**config.mk**
```make
export PLATFORM = sky130hd
export DESIGN_NAME = midi_byte_stream_parser
export DESIGN_NICKNAME = d
export VERILOG_FILES = /design/src/rtl/mbsp_pkg.sv /design/src/rtl/mbsp_decode.sv /design/src/rtl/midi_byte_stream_parser.sv
export VERILOG_INCLUDE_DIRS = /design/src /design/src/rtl
export SDC_FILE = /design/constraint.sdc
export NUM_CORES = 1
export LEC_CHECK = 0
export ABC_CLOCK_PERIOD_IN_PS = 6800
export BUFFER_PORTS_ARGS = -buffer_cell sky130_fd_sc_hd__buf_2
export CAP_MARGIN = 40
export CORE_ASPECT_RATIO = 0.9
export CORE_MARGIN = 10
export CORE_UTILIZATION = 40
export CTS_CLUSTER_SIZE = 16
export DETAILED_ROUTE_END_ITERATION = 16
export PLACE_DENSITY_LB_ADDON = 0.2
export SYNTH_ARGS = -nofsm -noshare
export SYNTH_HDL_FRONTEND = slang
export SYNTH_SLANG_ARGS = --single-unit
export TNS_END_PERCENT = 10
```
**constraint.sdc**
```tcl
create_clock -name i_clk -period 6.8 [get_ports i_clk]
set_input_delay 1.02 -clock i_clk [delete_from_list [all_inputs] [get_ports i_clk]]
set_output_delay 1.02 -clock i_clk [all_outputs]
set_load 0.05 [all_outputs]
```
**src/rtl/midi_byte_stream_parser_assert.svh**
```systemverilog
// Assertion macros for the MIDI byte stream parser.
// Each macro takes a label, clock, active-low reset, antecedent, consequent and message.
`ifndef MIDI_BYTE_STREAM_PARSER_ASSERT_SVH
`define MIDI_BYTE_STREAM_PARSER_ASSERT_SVH

`ifndef SYNTHESIS
// same-cycle implication
`define MBSP_ASSERT_IMP(lbl, clk, rstn, ante, cons, msg) \
    lbl: assert property (@(posedge clk) disable iff (!(rstn)) (ante) |-> (cons)) \
        else $error(msg);
// next-cycle implication
`define MBSP_ASSERT_NXT(lbl, clk, rstn, ante, cons, msg) \
    lbl: assert property (@(posedge clk) disable iff (!(rstn)) (ante) |=> (cons)) \
        else $error(msg);
`else
`define MBSP_ASSERT_IMP(lbl, clk, rstn, ante, cons, msg)
`define MBSP_ASSERT_NXT(lbl, clk, rstn, ante, cons, msg)
`endif

`endif

```
**src/rtl/mbsp_pkg.sv**
```systemverilog
package mbsp_pkg;

    // SysEx payload bytes stored per run before further bytes are dropped
    localparam int unsigned SYSEX_LIMIT = 128;
    localparam logic [7:0]  SX_LIMIT    = 8'(SYSEX_LIMIT);

    // Parser phase, one-hot
    typedef enum logic [3:0] {
        PH_EMPTY  = 4'b0001,
        PH_STATUS = 4'b0010,
        PH_DATA0  = 4'b0100,
        PH_SYSEX  = 4'b1000
    } t_phase;

    // Running type codes (status high nibble, bits 6:4)
    localparam logic [2:0] RT_CC      = 3'd3;
    localparam logic [2:0] RT_PROG    = 3'd4;
    localparam logic [2:0] RT_CHPRESS = 3'd5;
    localparam logic [2:0] RT_SYSCOM  = 3'd7;

    // Message type codes on the result
    localparam logic [3:0] MT_SYSCOM   = 4'd7;
    localparam logic [3:0] MT_REALTIME = 4'd8;
    localparam logic [3:0] MT_CHMODE   = 4'd9;

    // System common subtypes
    localparam logic [2:0] SUB_SYSEX    = 3'd0;
    localparam logic [2:0] SUB_MTC_QF   = 3'd1;
    localparam logic [2:0] SUB_SONG_POS = 3'd2;
    localparam logic [2:0] SUB_SONG_SEL = 3'd3;

    // Special bytes
    localparam logic [7:0] BYTE_EOX    = 8'hF7;
    localparam logic [6:0] CC_MODE_MIN = 7'd120;

    // Stream widths
    localparam int unsigned TDATA_W = 40;
    localparam int unsigned TUSER_W = 4;

    typedef struct packed {
        t_phase     phase;
        logic [2:0] rtype;
        logic [3:0] chan;
        logic [6:0] data_first;
        logic [6:0] data_second;
        logic [2:0] sub;
        logic [7:0] sx_cnt;
    } t_state;

    typedef struct packed {
        logic [3:0] msg_type;
        logic [3:0] chan;
        logic [6:0] data_first;
        logic [6:0] data_second;
        logic [2:0] sub;
        logic [7:0] sx_byte;
        logic [7:0] sx_cnt;
        logic       sx_end;
    } t_result;

    // Completed message from the held fields
    function automatic t_result put_message(t_state s);
        t_result r;
        r.data_first  = s.data_first;
        r.data_second = s.data_second;
        r.sx_byte     = '0;
        r.sx_cnt      = '0;
        r.sx_end      = 1'b0;
        if (s.rtype == RT_CC && s.data_first >= CC_MODE_MIN) begin
            r.msg_type = MT_CHMODE;
            r.chan     = s.chan;
            r.sub      = s.sub;
        end else if (s.rtype == RT_SYSCOM) begin
            r.msg_type = MT_SYSCOM;
            r.chan     = '0;
            r.sub      = s.sub;
        end else begin
            r.msg_type = {1'b0, s.rtype};
            r.chan     = s.chan;
            r.sub      = '0;
        end
        return r;
    endfunction

endpackage

```
**src/rtl/mbsp_decode.sv**
```systemverilog
// Next-state and result logic for one received byte
module mbsp_decode (
    input  mbsp_pkg::t_state  i_state,
    input  logic [7:0]        i_byte,
    output mbsp_pkg::t_state  o_state,
    output logic              o_res_valid,
    output mbsp_pkg::t_result o_res
);
    import mbsp_pkg::*;

    logic     is_status;
    logic     one_byte;
    t_state   fd_state;
    t_result  sx_res;

    assign is_status = i_byte[7];

    // First data byte handling, shared by the empty and status phases
    always_comb begin
        fd_state            = i_state;
        fd_state.data_first = i_byte[6:0];
        if (i_state.rtype == RT_CC && i_byte[6:0] >= CC_MODE_MIN) begin
            fd_state.sub = i_byte[2:0];
        end
        one_byte = (i_state.rtype == RT_PROG) || (i_state.rtype == RT_CHPRESS) ||
                   (i_state.rtype == RT_SYSCOM &&
                    (i_state.sub == SUB_MTC_QF || i_state.sub == SUB_SONG_SEL));
        fd_state.phase = one_byte ? PH_EMPTY : PH_DATA0;
    end

    // SysEx result template
    always_comb begin
        sx_res             = '0;
        sx_res.msg_type    = MT_SYSCOM;
        sx_res.data_first  = i_state.data_first;
        sx_res.data_second = i_state.data_second;
    end

    always_comb begin
        o_state     = i_state;
        o_res_valid = 1'b0;
        o_res       = put_message(i_state);
        case (i_state.phase)
            PH_EMPTY: begin
                if (!is_status) begin
                    o_state     = fd_state;
                    o_res_valid = one_byte;
                    o_res       = put_message(fd_state);
                end else if (i_byte inside {[8'hF8:8'hFF]}) begin
                    // real-time: immediate, held fields untouched
                    o_res_valid    = 1'b1;
                    o_res.msg_type = MT_REALTIME;
                    o_res.chan     = '0;
                    o_res.sub      = i_byte[2:0];
                end else if (i_byte[6:4] != RT_SYSCOM) begin
                    o_state.rtype = i_byte[6:4];
                    o_state.chan  = i_byte[3:0];
                    o_state.phase = PH_STATUS;
                end else begin
                    o_state.rtype = RT_SYSCOM;
                    o_state.chan  = '0;
                    o_state.sub   = i_byte[2:0];
                    if (i_byte[2:0] == SUB_SYSEX) begin
                        o_state.sx_cnt = '0;
                        o_state.phase  = PH_SYSEX;
                    end else if (i_byte[2:0] > SUB_SONG_SEL) begin
                        o_res_valid = 1'b1;
                        o_res       = put_message(o_state);
                    end else begin
                        o_state.phase = PH_STATUS;
                    end
                end
            end
            PH_STATUS: begin
                if (is_status) begin
                    o_state.phase = PH_EMPTY;
                end else begin
                    o_state     = fd_state;
                    o_res_valid = one_byte;
                    o_res       = put_message(fd_state);
                end
            end
            PH_DATA0: begin
                o_state.phase = PH_EMPTY;
                if (!is_status) begin
                    o_state.data_second = i_byte[6:0];
                    o_res_valid         = 1'b1;
                    o_res               = put_message(o_state);
                end
            end
            PH_SYSEX: begin
                o_res = sx_res;
                if (i_byte == BYTE_EOX) begin
                    o_state.phase = PH_EMPTY;
                    o_res_valid   = 1'b1;
                    o_res.sx_cnt  = i_state.sx_cnt;
                    o_res.sx_end  = 1'b1;
                end else if (i_state.sx_cnt < SX_LIMIT) begin
                    o_state.sx_cnt = i_state.sx_cnt + 8'd1;
                    o_res_valid    = 1'b1;
                    o_res.sx_byte  = i_byte;
                    o_res.sx_cnt   = i_state.sx_cnt + 8'd1;
                end
            end
            default: begin
                o_state.phase = PH_EMPTY;
            end
        endcase
    end

endmodule

```
**src/rtl/midi_byte_stream_parser.sv**
```systemverilog
// Channel | Dir | Payload
// s_axis  | in  | tdata[7:0] rx_byte
// m_axis  | out | tdata: channel, data_first, data_second, sub_type, sysex_byte,
//         |     | sysex_count; tuser: msg_type; tlast: sysex_end
//
// One byte per clock sustained while m_axis_tready stays high. A byte passes an input
// register, then one decode step updates parser state and loads the result register;
// a byte with no result just updates state. A stalled result holds in the result
// register while one more byte waits in the input register. i_rst_n is synchronous,
// active low, and clears the valid flags and parser state; the payload
// registers are not reset.
module midi_byte_stream_parser (
    input  logic                          i_clk,
    input  logic                          i_rst_n,
    input  logic                          s_axis_tvalid,
    output logic                          s_axis_tready,
    input  logic [7:0]                    s_axis_tdata,  // [7:0] rx_byte
    output logic                          m_axis_tvalid,
    input  logic                          m_axis_tready,
    // [3:0] channel, [10:4] data_first, [17:11] data_second, [20:18] sub_type,
    // [28:21] sysex_byte, [36:29] sysex_count, [39:37] zero
    output logic [mbsp_pkg::TDATA_W-1:0]  m_axis_tdata,
    output logic [mbsp_pkg::TUSER_W-1:0]  m_axis_tuser,  // [3:0] msg_type
    output logic                          m_axis_tlast   // sysex_end
);
    import mbsp_pkg::*;
    `include "midi_byte_stream_parser_assert.svh"

    logic       r_in_valid;
    logic [7:0] r_in_byte;
    t_state     r_state;
    t_state     n_state;
    logic       r_out_valid;
    t_result    r_out;
    t_result    n_res;
    logic       n_res_valid;
    logic       advance;

    // Decode step moves when the result register is free or being drained
    assign advance       = r_in_valid && (!r_out_valid || m_axis_tready);
    assign s_axis_tready = !r_in_valid || advance;

    mbsp_decode u_decode (
        .i_state     (r_state),
        .i_byte      (r_in_byte),
        .o_state     (n_state),
        .o_res_valid (n_res_valid),
        .o_res       (n_res)
    );

    // Control and parser state
    always_ff @(posedge i_clk) begin
        if (!i_rst_n) begin
            r_in_valid          <= 1'b0;
            r_out_valid         <= 1'b0;
            r_state.phase       <= PH_EMPTY;
            r_state.rtype       <= '0;
            r_state.chan        <= '0;
            r_state.data_first  <= '0;
            r_state.data_second <= '0;
            r_state.sub         <= '0;
            r_state.sx_cnt      <= '0;
        end else begin
            if (s_axis_tready) begin
                r_in_valid <= s_axis_tvalid;
            end
            if (advance) begin
                r_state     <= n_state;
                r_out_valid <= n_res_valid;
            end else if (m_axis_tready) begin
                r_out_valid <= 1'b0;
            end
        end
    end

    // Payload registers
    always_ff @(posedge i_clk) begin
        if (s_axis_tvalid && s_axis_tready) begin
            r_in_byte <= s_axis_tdata;
        end
        if (advance && n_res_valid) begin
            r_out <= n_res;
        end
    end

    assign m_axis_tvalid = r_out_valid;
    assign m_axis_tdata  = {3'b000, r_out.sx_cnt, r_out.sx_byte, r_out.sub,
                            r_out.data_second, r_out.data_first, r_out.chan};
    assign m_axis_tuser  = r_out.msg_type;
    assign m_axis_tlast  = r_out.sx_end;

    // SysEx counter saturates at the limit
    `MBSP_ASSERT_IMP(a_sx_cnt_limit, i_clk, i_rst_n, 1'b1, r_state.sx_cnt <= SX_LIMIT, "sysex count above limit")
    // End-of-SysEx result is system common with no payload byte
    `MBSP_ASSERT_IMP(a_eox_result, i_clk, i_rst_n, r_out_valid && r_out.sx_end, r_out.msg_type == MT_SYSCOM && r_out.sx_byte == 8'd0, "bad end-of-sysex result")
    // Channel-mode result carries a mode controller number
    `MBSP_ASSERT_IMP(a_chmode_result, i_clk, i_rst_n, r_out_valid && r_out.msg_type == MT_CHMODE, r_out.data_first >= CC_MODE_MIN && r_out.sub == r_out.data_first[2:0], "bad channel-mode result")
    // Input stalls only when both stages are full and output is blocked
    `MBSP_ASSERT_IMP(a_stall_cause, i_clk, i_rst_n, !s_axis_tready, r_in_valid && r_out_valid && !m_axis_tready, "input stalled without cause")
    // A held byte stays in the input register until the decode step takes it
    `MBSP_ASSERT_NXT(a_no_lost_byte, i_clk, i_rst_n, r_in_valid && !advance, r_in_valid, "buffered byte lost")

endmodule

```
Yosys cells after proc, flatten, opt, wreduce, memory -nomap -nowiden
Index checks and enable logic that the tools add are counted.
{ "classes": {"addsub": 1, "n_lt_le_gt_ge": 6, "n_eq_ne": 24, "n_mux": 57, "bitwise": 4, "n_reduce_logical": 24} }
{ "ops": {"columns": ["operator", "count"], "rows": [
  ["$mux W42", 5],
  ["$pmux W42 S4", 1],
  ["$mux W11", 6],
  ["$mux W8", 8],
  ["$mux W14", 2],
  ["$pmux W14 S2", 1],
  ["$mux W27", 1],
  ["$mux W25", 1],
  ["$pmux W8 S3", 1],
  ["$mux W3", 7],
  ["$pmux W7 S3", 1],
  ["$mux W17", 1],
  ["$mux W16", 1],
  ["$mux W4", 4],
  ["$reduce_and A5 Y1", 3],
  ["$ge A7 B7 Y1 const B", 2],
  ["$mux W7", 2],
  ["$mux W1", 12],
  ["$ne A2 B2 Y1 const B", 6],
  ["$pmux W4 S3", 1],
  ["$eq A3 B3 Y1 const B", 3],
  ["$ne A3 B3 Y1 const B", 3],
  ["$reduce_and A9 Y1", 1],
  ["$add A8 B1 Y8 const B", 1],
  ["other kinds (22)", 42]
]} }
{ "totals": {"regBits": 88, "inputBits": 12, "output_inout_bits": 47, "elab_cells": 134} }

Depth between registers and ports, before layout
Gate-level depths: netlist of run 1.
{ "depth": {"depth_word": 9, "mapped_depth": 8, "depth_no_buf": 6} }

By module
Synthesis of run 1 repeated with hierarchy kept, for this count alone.
{ "unflattened": {"cells_unflattened": 479, "area_unflattened_um2": 4884.7} }
{ "by_module_without_submodules": {"columns": ["module", "instances", "cells_per_inst", "area_each_um2", "seq_area_each_um2"], "rows": [
  ["midi_byte_stream_parser", 1, 223, 3103.0, 2262.2],
  ["mbsp_decode", 1, 256, 1781.7, 0.0]
]} }

Least setup slack after synthesis of run 1
No wires, ideal clock.
{ "synth_path": {"path_type": "flip-flop to flip-flop", "startpoint": "register r_in_byte[7]", "endpoint": "register r_out (netlist bit m_axis_tdata[0]), enable pin", "setup_time_ns": 0.521, "t_arrival_ns": 4.682, "t_required_ns": 6.279, "slack_ns": 1.597, "path_stages_with_launch": 6, "path_buffers": 2, "synth_period_minus_slack_ns": 5.203, "cell_sequence": "edfxtp_1 clkbuf_1 nor4_1 nand2_1 clkbuf_1 a311oi_1"} }
{ "synth_via": {"elab_chain_len": 6, "word_cells_on_any_way": 11, "cone_classes": "2 x order compare; 1 x eq/ne; 6 x mux; 2 x reduce/logical"} }
{ "synth_rtl": {"columns": ["item", "line", "rtl"], "rows": [
  ["from (decl)", "midi_byte_stream_parser.sv:30", "logic [7:0] r_in_byte;"],
  ["from (signal assigned)", "midi_byte_stream_parser.sv:79", "r_in_byte <= s_axis_tdata;"],
  ["$ge A8 B8 Y1 or $le A8 B8 Y1 (tied branches)", "mbsp_decode.sv:49", "end else if (i_byte inside {[8'hF8:8'hFF]}) begin"],
  ["$logic_and A1 B1 Y1", "mbsp_decode.sv:49", null],
  ["$mux W1", "mbsp_decode.sv:49", null],
  ["$mux W1", "mbsp_decode.sv:45", "if (!is_status) begin"],
  ["$pmux W1 S4 (*)", "mbsp_decode.sv:43", "case (i_state.phase)"],
  ["$logic_and A1 B1 Y1 (*)", "midi_byte_stream_parser.sv:81", "if (advance && n_res_valid) begin"],
  ["to (signal assigned)", "midi_byte_stream_parser.sv:82", "r_out <= n_res;"],
  ["to (decl)", "midi_byte_stream_parser.sv:34", "t_result r_out;"]
]} }
Every way passes the cells marked *; elsewhere a longest branch is shown, timed or not.
A chain may end at the register's enable or synchronous reset.

Final worst setup path of run 1
{ "layout_path": {"startpoint": "register r_state[35] in the netlist's numbering", "endpoint": "register r_out (netlist bit m_axis_tdata[3]), enable pin"} }
{ "layout_via": {"elab_chain_len": 3, "word_cells_on_any_way": 6, "cone_classes": "4 x eq/ne; 1 x mux; 1 x reduce/logical"} }
{ "layout_rtl": {"columns": ["item", "line", "rtl"], "rows": [
  ["from (decl)", "midi_byte_stream_parser.sv:31", "t_state r_state;"],
  ["from (signal assigned)", "midi_byte_stream_parser.sv:68", "r_state <= n_state;"],
  ["$eq A4 B4 Y1, or another cell as far along", "mbsp_decode.sv:43", null],
  ["$pmux W1 S4 (*)", "mbsp_decode.sv:43", null],
  ["$logic_and A1 B1 Y1 (*)", "midi_byte_stream_parser.sv:81", null]
]} }
Marked as above.

==> flow_metrics.env, run 1 <==
export IMPL_wire_per_inst_um=17.6
export IMPL_clk_pin_slew_worst_paths_ns=0.06
export IMPL_num_rows=35
export IMPL_htreeDepth=3
export IMPL_crit_type="reg -> reg"
export IMPL_cts_tree="yes"
export IMPL_crit_chain="nor4b_2 > o21ai_0 > a311oi_4 > buf_4"
export IMPL_hold_violations=0
export IMPL_postCtsSetupRepairBufs=0
export IMPL_dr_total_vias=3201
export IMPL_use_met2=0.204
export IMPL_grt_total_usage=0.141
export IMPL_final_layout_size_suffix_gt1_frac=0.212
export IMPL_max_cap_violations=0
export IMPL_status="finished clean"
export IMPL_synthArstFlopShare=0
export IMPL_period_share=0.475
export IMPL_synth_ff_type="edfxtp_1"
export IMPL_antenna_found_initial=0
export IMPL_finalMaxSlewViolations=0
export IMPL_clk_latency_ns=0.34
export IMPL_crit_arrival_ns=3.21
export IMPL_cellPowerDensity_nw_per_um2=241
export IMPL_fmax_mhz=309
export IMPL_ir_drop_uv=110
export IMPL_critical_path_slowest_cell="a311oi_4"
export IMPL_initial_core_util=0.408
export IMPL_synth_edff_count=50
export IMPL_areaGrowthSynthToFinish_pct=15.4
export IMPL_grt_busiest_layer="met2"
export IMPL_drc=0
export IMPL_rsz0062_at_grt="no"
export IMPL_synthCells=400
export IMPL_worstPathMaxFanout=32
export IMPL_globalRouteMet3Util=0.0351
export IMPL_grt_first_pass_wirelength_mm=16.8
export IMPL_yosysWarnings=0
export IMPL_cts_hold_buf=0
export IMPL_diodes=0
export IMPL_start_kind="register"
export IMPL_synth_cell_type_count=63
export IMPL_core_um2=10200
export IMPL_ys_ff_latch=88
export IMPL_final_cells=577
export IMPL_dr_pass1_iters=5
export IMPL_finalSetupViolations=0
export IMPL_critPathMaxStageDelay_ns=0.79
export IMPL_hpwl_mm=7.18
export IMPL_die_w_um=128
export IMPL_path_delay_family="compound AO/OA/AOI/OAI gates"
export IMPL_dp_cells=561
export IMPL_netlist_area_um2=4170
export IMPL_cp_required_ns=6.78
export IMPL_ctsResizeCount=0
export IMPL_ys_seq_area_frac=0.543
export IMPL_hp_class="reg -> reg"
export IMPL_first_global_vias=3136
export IMPL_worstMarginPinSlew_ns=0.781
export IMPL_grt_max_degree=33
export IMPL_place_gp_congestion=0.840
export IMPL_die_area_um2=14900
export IMPL_detail_route_antenna_nets=0
export IMPL_path_buf_inv=1
export IMPL_grt_overflow_total=0
export IMPL_io_buffers=55
export IMPL_fin_nets=457
export IMPL_end_kind="register"
export IMPL_r2r_slack_ns=3.57
export IMPL_relSlewSlack=0.479
export IMPL_skew_ns=0.00712
export IMPL_period_minus_slack_ns=3.23
export IMPL_clkSinkCount=88
export IMPL_avgViaCountPerCell=5.55
export IMPL_drtIter0Drc=295
export IMPL_final_common_cell="buf_2"
export IMPL_synth_area_per_cell_um2=10.4
export IMPL_finalSetupTns_ns=0
export IMPL_num_io_pins=59
export IMPL_clock_path_buffers=2
export IMPL_numCtsBuffers=9
export IMPL_clockRootBuffer="clkbuf_16"
export IMPL_final_cell_mix="buf_2, edfxtp_1, nor2_1, dfxtp_1, nand2_1"
export IMPL_grt_met1_usage=0.201
export IMPL_die_y_um=117
export IMPL_p_leak_nw=1.68
export IMPL_wirelength_mm=10.2
## logic make-up (layout without fill, tap and decap cells)
| family | Yosys count | in the layout | synth area share |
|---|---|---|---|
| AO/OA/AOI/OAI | 84 | 84 | 0.129 |
| XOR/XNOR | 3 | 3 | 0.00631 |
| adder cells (fa/ha/maj) | 2 | 2 | 0.00601 |
| buffers and inverters | 38 | 84 | 0.0408 |
| flip-flops | 88 | 88 | 0.543 |
| multiplexers | 31 | 31 | 0.0781 |
| other | 1 | 3 | 0.000900 |
| AND/OR/NAND/NOR | 153 | 153 | 0.196 |
## registers in the layout, summed over array words and instances, names as in the netlist
name / count
m_axis_tlast: 1
r_in_valid: 1
r_state: 36
r_in_byte: 8
m_axis_tdata: 37
m_axis_tvalid: 1
m_axis_tuser: 4
## worst register-to-register path, delay by kind of cell, from the launching register on
kind	cells	cell delay, ns
DFF	1	0.61
AOI/OAI and AO/OA	2	1.09
buffers and inverters	1	0.53
and+or+nand+nor	1	0.62
## stage by stage
stage          total power, W  worst slack [ns]  area (um2)   util  hold slack [ns]
4_1_cts               0.00117              3.57        4810  0.471            0.466
6_report              0.00116              3.57        4810  0.471            0.462
2_1_floorplan        0.000689              1.60        4170      -            0.442
3_3_place_gp         0.000717              3.73        4500  0.441            0.456
5_1_grt               0.00120              3.29        4810  0.471            0.485
3_5_place_dp         0.000719              3.60        4540  0.445            0.455
## routing by layer
layer  wire length (um)  vias to the layer above
met1               4930                     1512
met5                  0                        -
met4                146                        0
met2               4340                      124
met3                743                       11
li1                   -                     1554
## cell usage after synthesis, drive strengths merged (8+ instances only)
| cell | instances | area share |
|---|---|---|
| a21oi | 28 | 0.034 |
| and2 | 13 | 0.020 |
| buf | 11 | 0.017 |
| clkbuf | 17 | 0.015 |
| dfxtp | 38 | 0.18 |
| edfxtp | 50 | 0.36 |
| inv | 9 | 0.0081 |
| mux2 | 12 | 0.032 |
| mux2i | 19 | 0.046 |
| nand2 | 33 | 0.030 |
| nand3 | 14 | 0.017 |
| nor2 | 39 | 0.036 |
| nor3 | 8 | 0.011 |
| o21ai | 23 | 0.028 |
## final cells by class
class	count	area, um2
inverters	10	37.5
clock buffers	12	246
multi-input cells	276	1760
flip-flops and latches	88	2260
repair buffers	58	318
well taps	129	161
fillers	993	5400
clock inverters	4	22.5
## final timing paths
check / startpoint / to / depth (start not counted)
setup / recovery: r_state[35]$_SDFFE_PN0P_ / m_axis_tdata[3]$_DFFE_PP_ / 4
setup reg to reg: r_state[35]$_SDFFE_PN0P_ / m_axis_tdata[3]$_DFFE_PP_ / 4
hold / removal: r_state[27]$_SDFFE_PN0P_ / r_state[27]$_SDFFE_PN0P_ / 2
hold reg to reg: r_state[27]$_SDFFE_PN0P_ / r_state[27]$_SDFFE_PN0P_ / 2
## power breakdown
group | total (W) | leakage, nW | internal (W) | switching (W)
Sequential | 0.000596 | 0.726 | 0.000578 | 0.0000183
Clock | 0.000448 | 0.132 | 0.000256 | 0.000192
Combinational | 0.000113 | 0.824 | 0.0000336 | 0.0000790
(Power assumes the default switching activity.)
==> run 2, diff against run 1 <==
--- a/config.mk
+++ b/config.mk
@@ -6,7 +6,7 @@
 export SDC_FILE = /design/constraint.sdc
 export NUM_CORES = 1
 export LEC_CHECK = 0
-export ABC_CLOCK_PERIOD_IN_PS = 6800
+export ABC_CLOCK_PERIOD_IN_PS = 3000
 export BUFFER_PORTS_ARGS = -buffer_cell sky130_fd_sc_hd__buf_2
 export CAP_MARGIN = 40
 export CORE_ASPECT_RATIO = 0.9
==> constraint.sdc (replaced) <==
create_clock -name i_clk -period 3 [get_ports i_clk]
set_input_delay 0.45 -clock i_clk [delete_from_list [all_inputs] [get_ports i_clk]]
set_output_delay 0.45 -clock i_clk [all_outputs]
set_load 0.05 [all_outputs]
==> flow_metrics.env, run 2 (same netlist as run 1, synthesis figures left out) <==
export IMPL_status="finished clean"
export IMPL_skew_ns=0.00888
export IMPL_final_layout_size_suffix_gt1_frac=0.234
export IMPL_grt_max_degree=26
export IMPL_ctsResizeCount=0
export IMPL_max_cap_violations=0
export IMPL_worst_slack_ns=0.488
export IMPL_diodes=0
export IMPL_rsz0062_at_grt="no"
export IMPL_holdPathEnd="r_in_byte[5]$_DFFE_PP_"
export IMPL_hold_start="s_axis_tdata[5]"
export IMPL_crit_arrival_ns=2.52
export IMPL_finish_instance_area_um2=4920
export IMPL_fin_hold_ws_ns=0.282
export IMPL_finalSetupViolations=0
export IMPL_dr_total_vias=3191
export IMPL_ir_drop_uv=231
export IMPL_dpl_cell_area_um2=4590
export IMPL_cts_hold_buf=0
export IMPL_final_cell_mix="buf_2, edfxtp_1, nor2_1, dfxtp_1, nand2_1"
export IMPL_numCtsBuffers=9
export IMPL_place_gp_congestion=0.876
export IMPL_fin_nets=467
export IMPL_crit_path_start="r_state[32]$_SDFFE_PN1P_"
export IMPL_clockRootBuffer="clkbuf_16"
export IMPL_die_w_um=128
export IMPL_detail_route_antenna_nets=0
export IMPL_drc=0
export IMPL_antenna_found_initial=0
export IMPL_io_buffers=55
export IMPL_end_kind="register"
export IMPL_hold_violations=0
export IMPL_final_common_cell="buf_2"
export IMPL_die_area_um2=14900
export IMPL_cts_tree="yes"
export IMPL_core_um2=10200
export IMPL_clk_pin_slew_worst_paths_ns=0.07
export IMPL_r2r_cells=5
export IMPL_hpwl_mm=7.03
export IMPL_fmax_mhz=398
export IMPL_avgViaCountPerCell=5.44
export IMPL_postCtsSetupRepairBufs=0
export IMPL_worstPathMaxFanout=25
export IMPL_num_rows=35
export IMPL_finalSetupTns_ns=0
export IMPL_htreeDepth=3
export IMPL_clkSinkCount=88
export IMPL_wirelength_mm=9.93
export IMPL_period_share=0.837
export IMPL_start_kind="register"
export IMPL_cellPowerDensity_nw_per_um2=573
export IMPL_hold_depth=1
export IMPL_dr_pass1_iters=5
export IMPL_finalMaxSlewViolations=0
export IMPL_hp_class="in -> reg"
export IMPL_num_io_pins=59
export IMPL_largest_reg_flops=37
export IMPL_crit_type="reg -> reg"
export IMPL_drtIter0Drc=290
export IMPL_wire_per_inst_um=16.9
export IMPL_grt_overflow_total=0
export IMPL_clk_latency_ns=0.34
export IMPL_die_y_um=117
export IMPL_r2r_end="m_axis_tdata[20]$_DFFE_PP_"
export IMPL_initial_core_util=0.408
export IMPL_r2r_slack_ns=0.49
export IMPL_timing_rr_start="r_state[32]$_SDFFE_PN1P_"
export IMPL_grt_first_pass_wirelength_mm=15.9
export IMPL_relSlewSlack=0.629
export IMPL_first_global_vias=3066
export IMPL_period_minus_slack_ns=2.51
export IMPL_clock_path_buffers=2
export IMPL_areaGrowthSynthToFinish_pct=18.1
export IMPL_p_leak_nw=1.75
export IMPL_dpl_worst_slack_ns=0.508
export IMPL_worstMarginPinSlew_ns=0.555
export IMPL_cp_required_ns=3.00
export IMPL_grt_total_usage=0.134
## run 2: cell types whose count changed in the layout (fill, tap and decap cells not counted), moves of 2 or more
cell,before,now
clkinv_4,0,2
buf_4,2,13
clkbuf_1,2,0
clkinv_2,3,1
bufinv_16,0,2
## run 2: layout make-up
type	instances	area [um2]
Fill cell	974	5280
Sequential cell	88	2260
Multi-Input combinational cell	276	1760
Timing Repair Buffer	68	373
Clock buffer	9	225
Tap cell	129	161
Clock inverter	7	103
Inverter	10	37.5
## run 2: worst max path at each step
| stage | cells after the start | slack [ns] | to |
|---|---|---|---|
| after CTS | 5 | 0.49 | m_axis_tdata[10]$_DFFE_PP_ |
| after global placement | 5 | 0.56 | m_axis_tdata[18]$_DFFE_PP_ |
| after global routing | 5 | 0.33 | m_axis_tdata[9]$_DFFE_PP_ |
| final | 5 | 0.49 | m_axis_tdata[20]$_DFFE_PP_ |
| after detailed placement | 5 | 0.51 | m_axis_tdata[10]$_DFFE_PP_ |
| after floorplan | 6 | 0.12 | m_axis_tdata[0]$_DFFE_PP_ |
## run 2: power breakdown
group | leakage (nW) | total, W | switching, W | internal [W]
sequential | 0.726 | 0.00134 | 0.0000350 | 0.00131
clock | 0.162 | 0.00122 | 0.000478 | 0.000740
combinational | 0.863 | 0.000259 | 0.000181 | 0.0000787
## run 2: stage by stage
step | utilization | power [W] | std cells
final | 0.482 | 0.00282 | 587
after global routing | 0.482 | 0.00292 | 587
after CTS | 0.482 | 0.00284 | 587
after detailed placement | 0.450 | 0.00163 | 571
after global placement | 0.450 | 0.00163 | 571
after floorplan | - | 0.00156 | 402
## run 2: layer usage
| metal | up-vias | wire length (um) | track usage | share of wire |
|---|---|---|---|---|
| met5 | - | 0 | 0 | 0 |
| met4 | 0 | 137 | 0.0495 | 0.014 |
| met3 | 9 | 707 | 0.0306 | 0.071 |
| met2 | 110 | 4400 | 0.207 | 0.44 |
| met1 | 1510 | 4690 | 0.179 | 0.47 |
| li1 | 1562 | - | - | - |
## run 2: worst max-delay path, stage by stage (launching register included)
cell and delay, ns:
dfxtp_1 0.63, or4b_1 0.63, nor2_1 0.15, o22ai_1 0.12
a311oi_4 0.25, buf_4 0.39
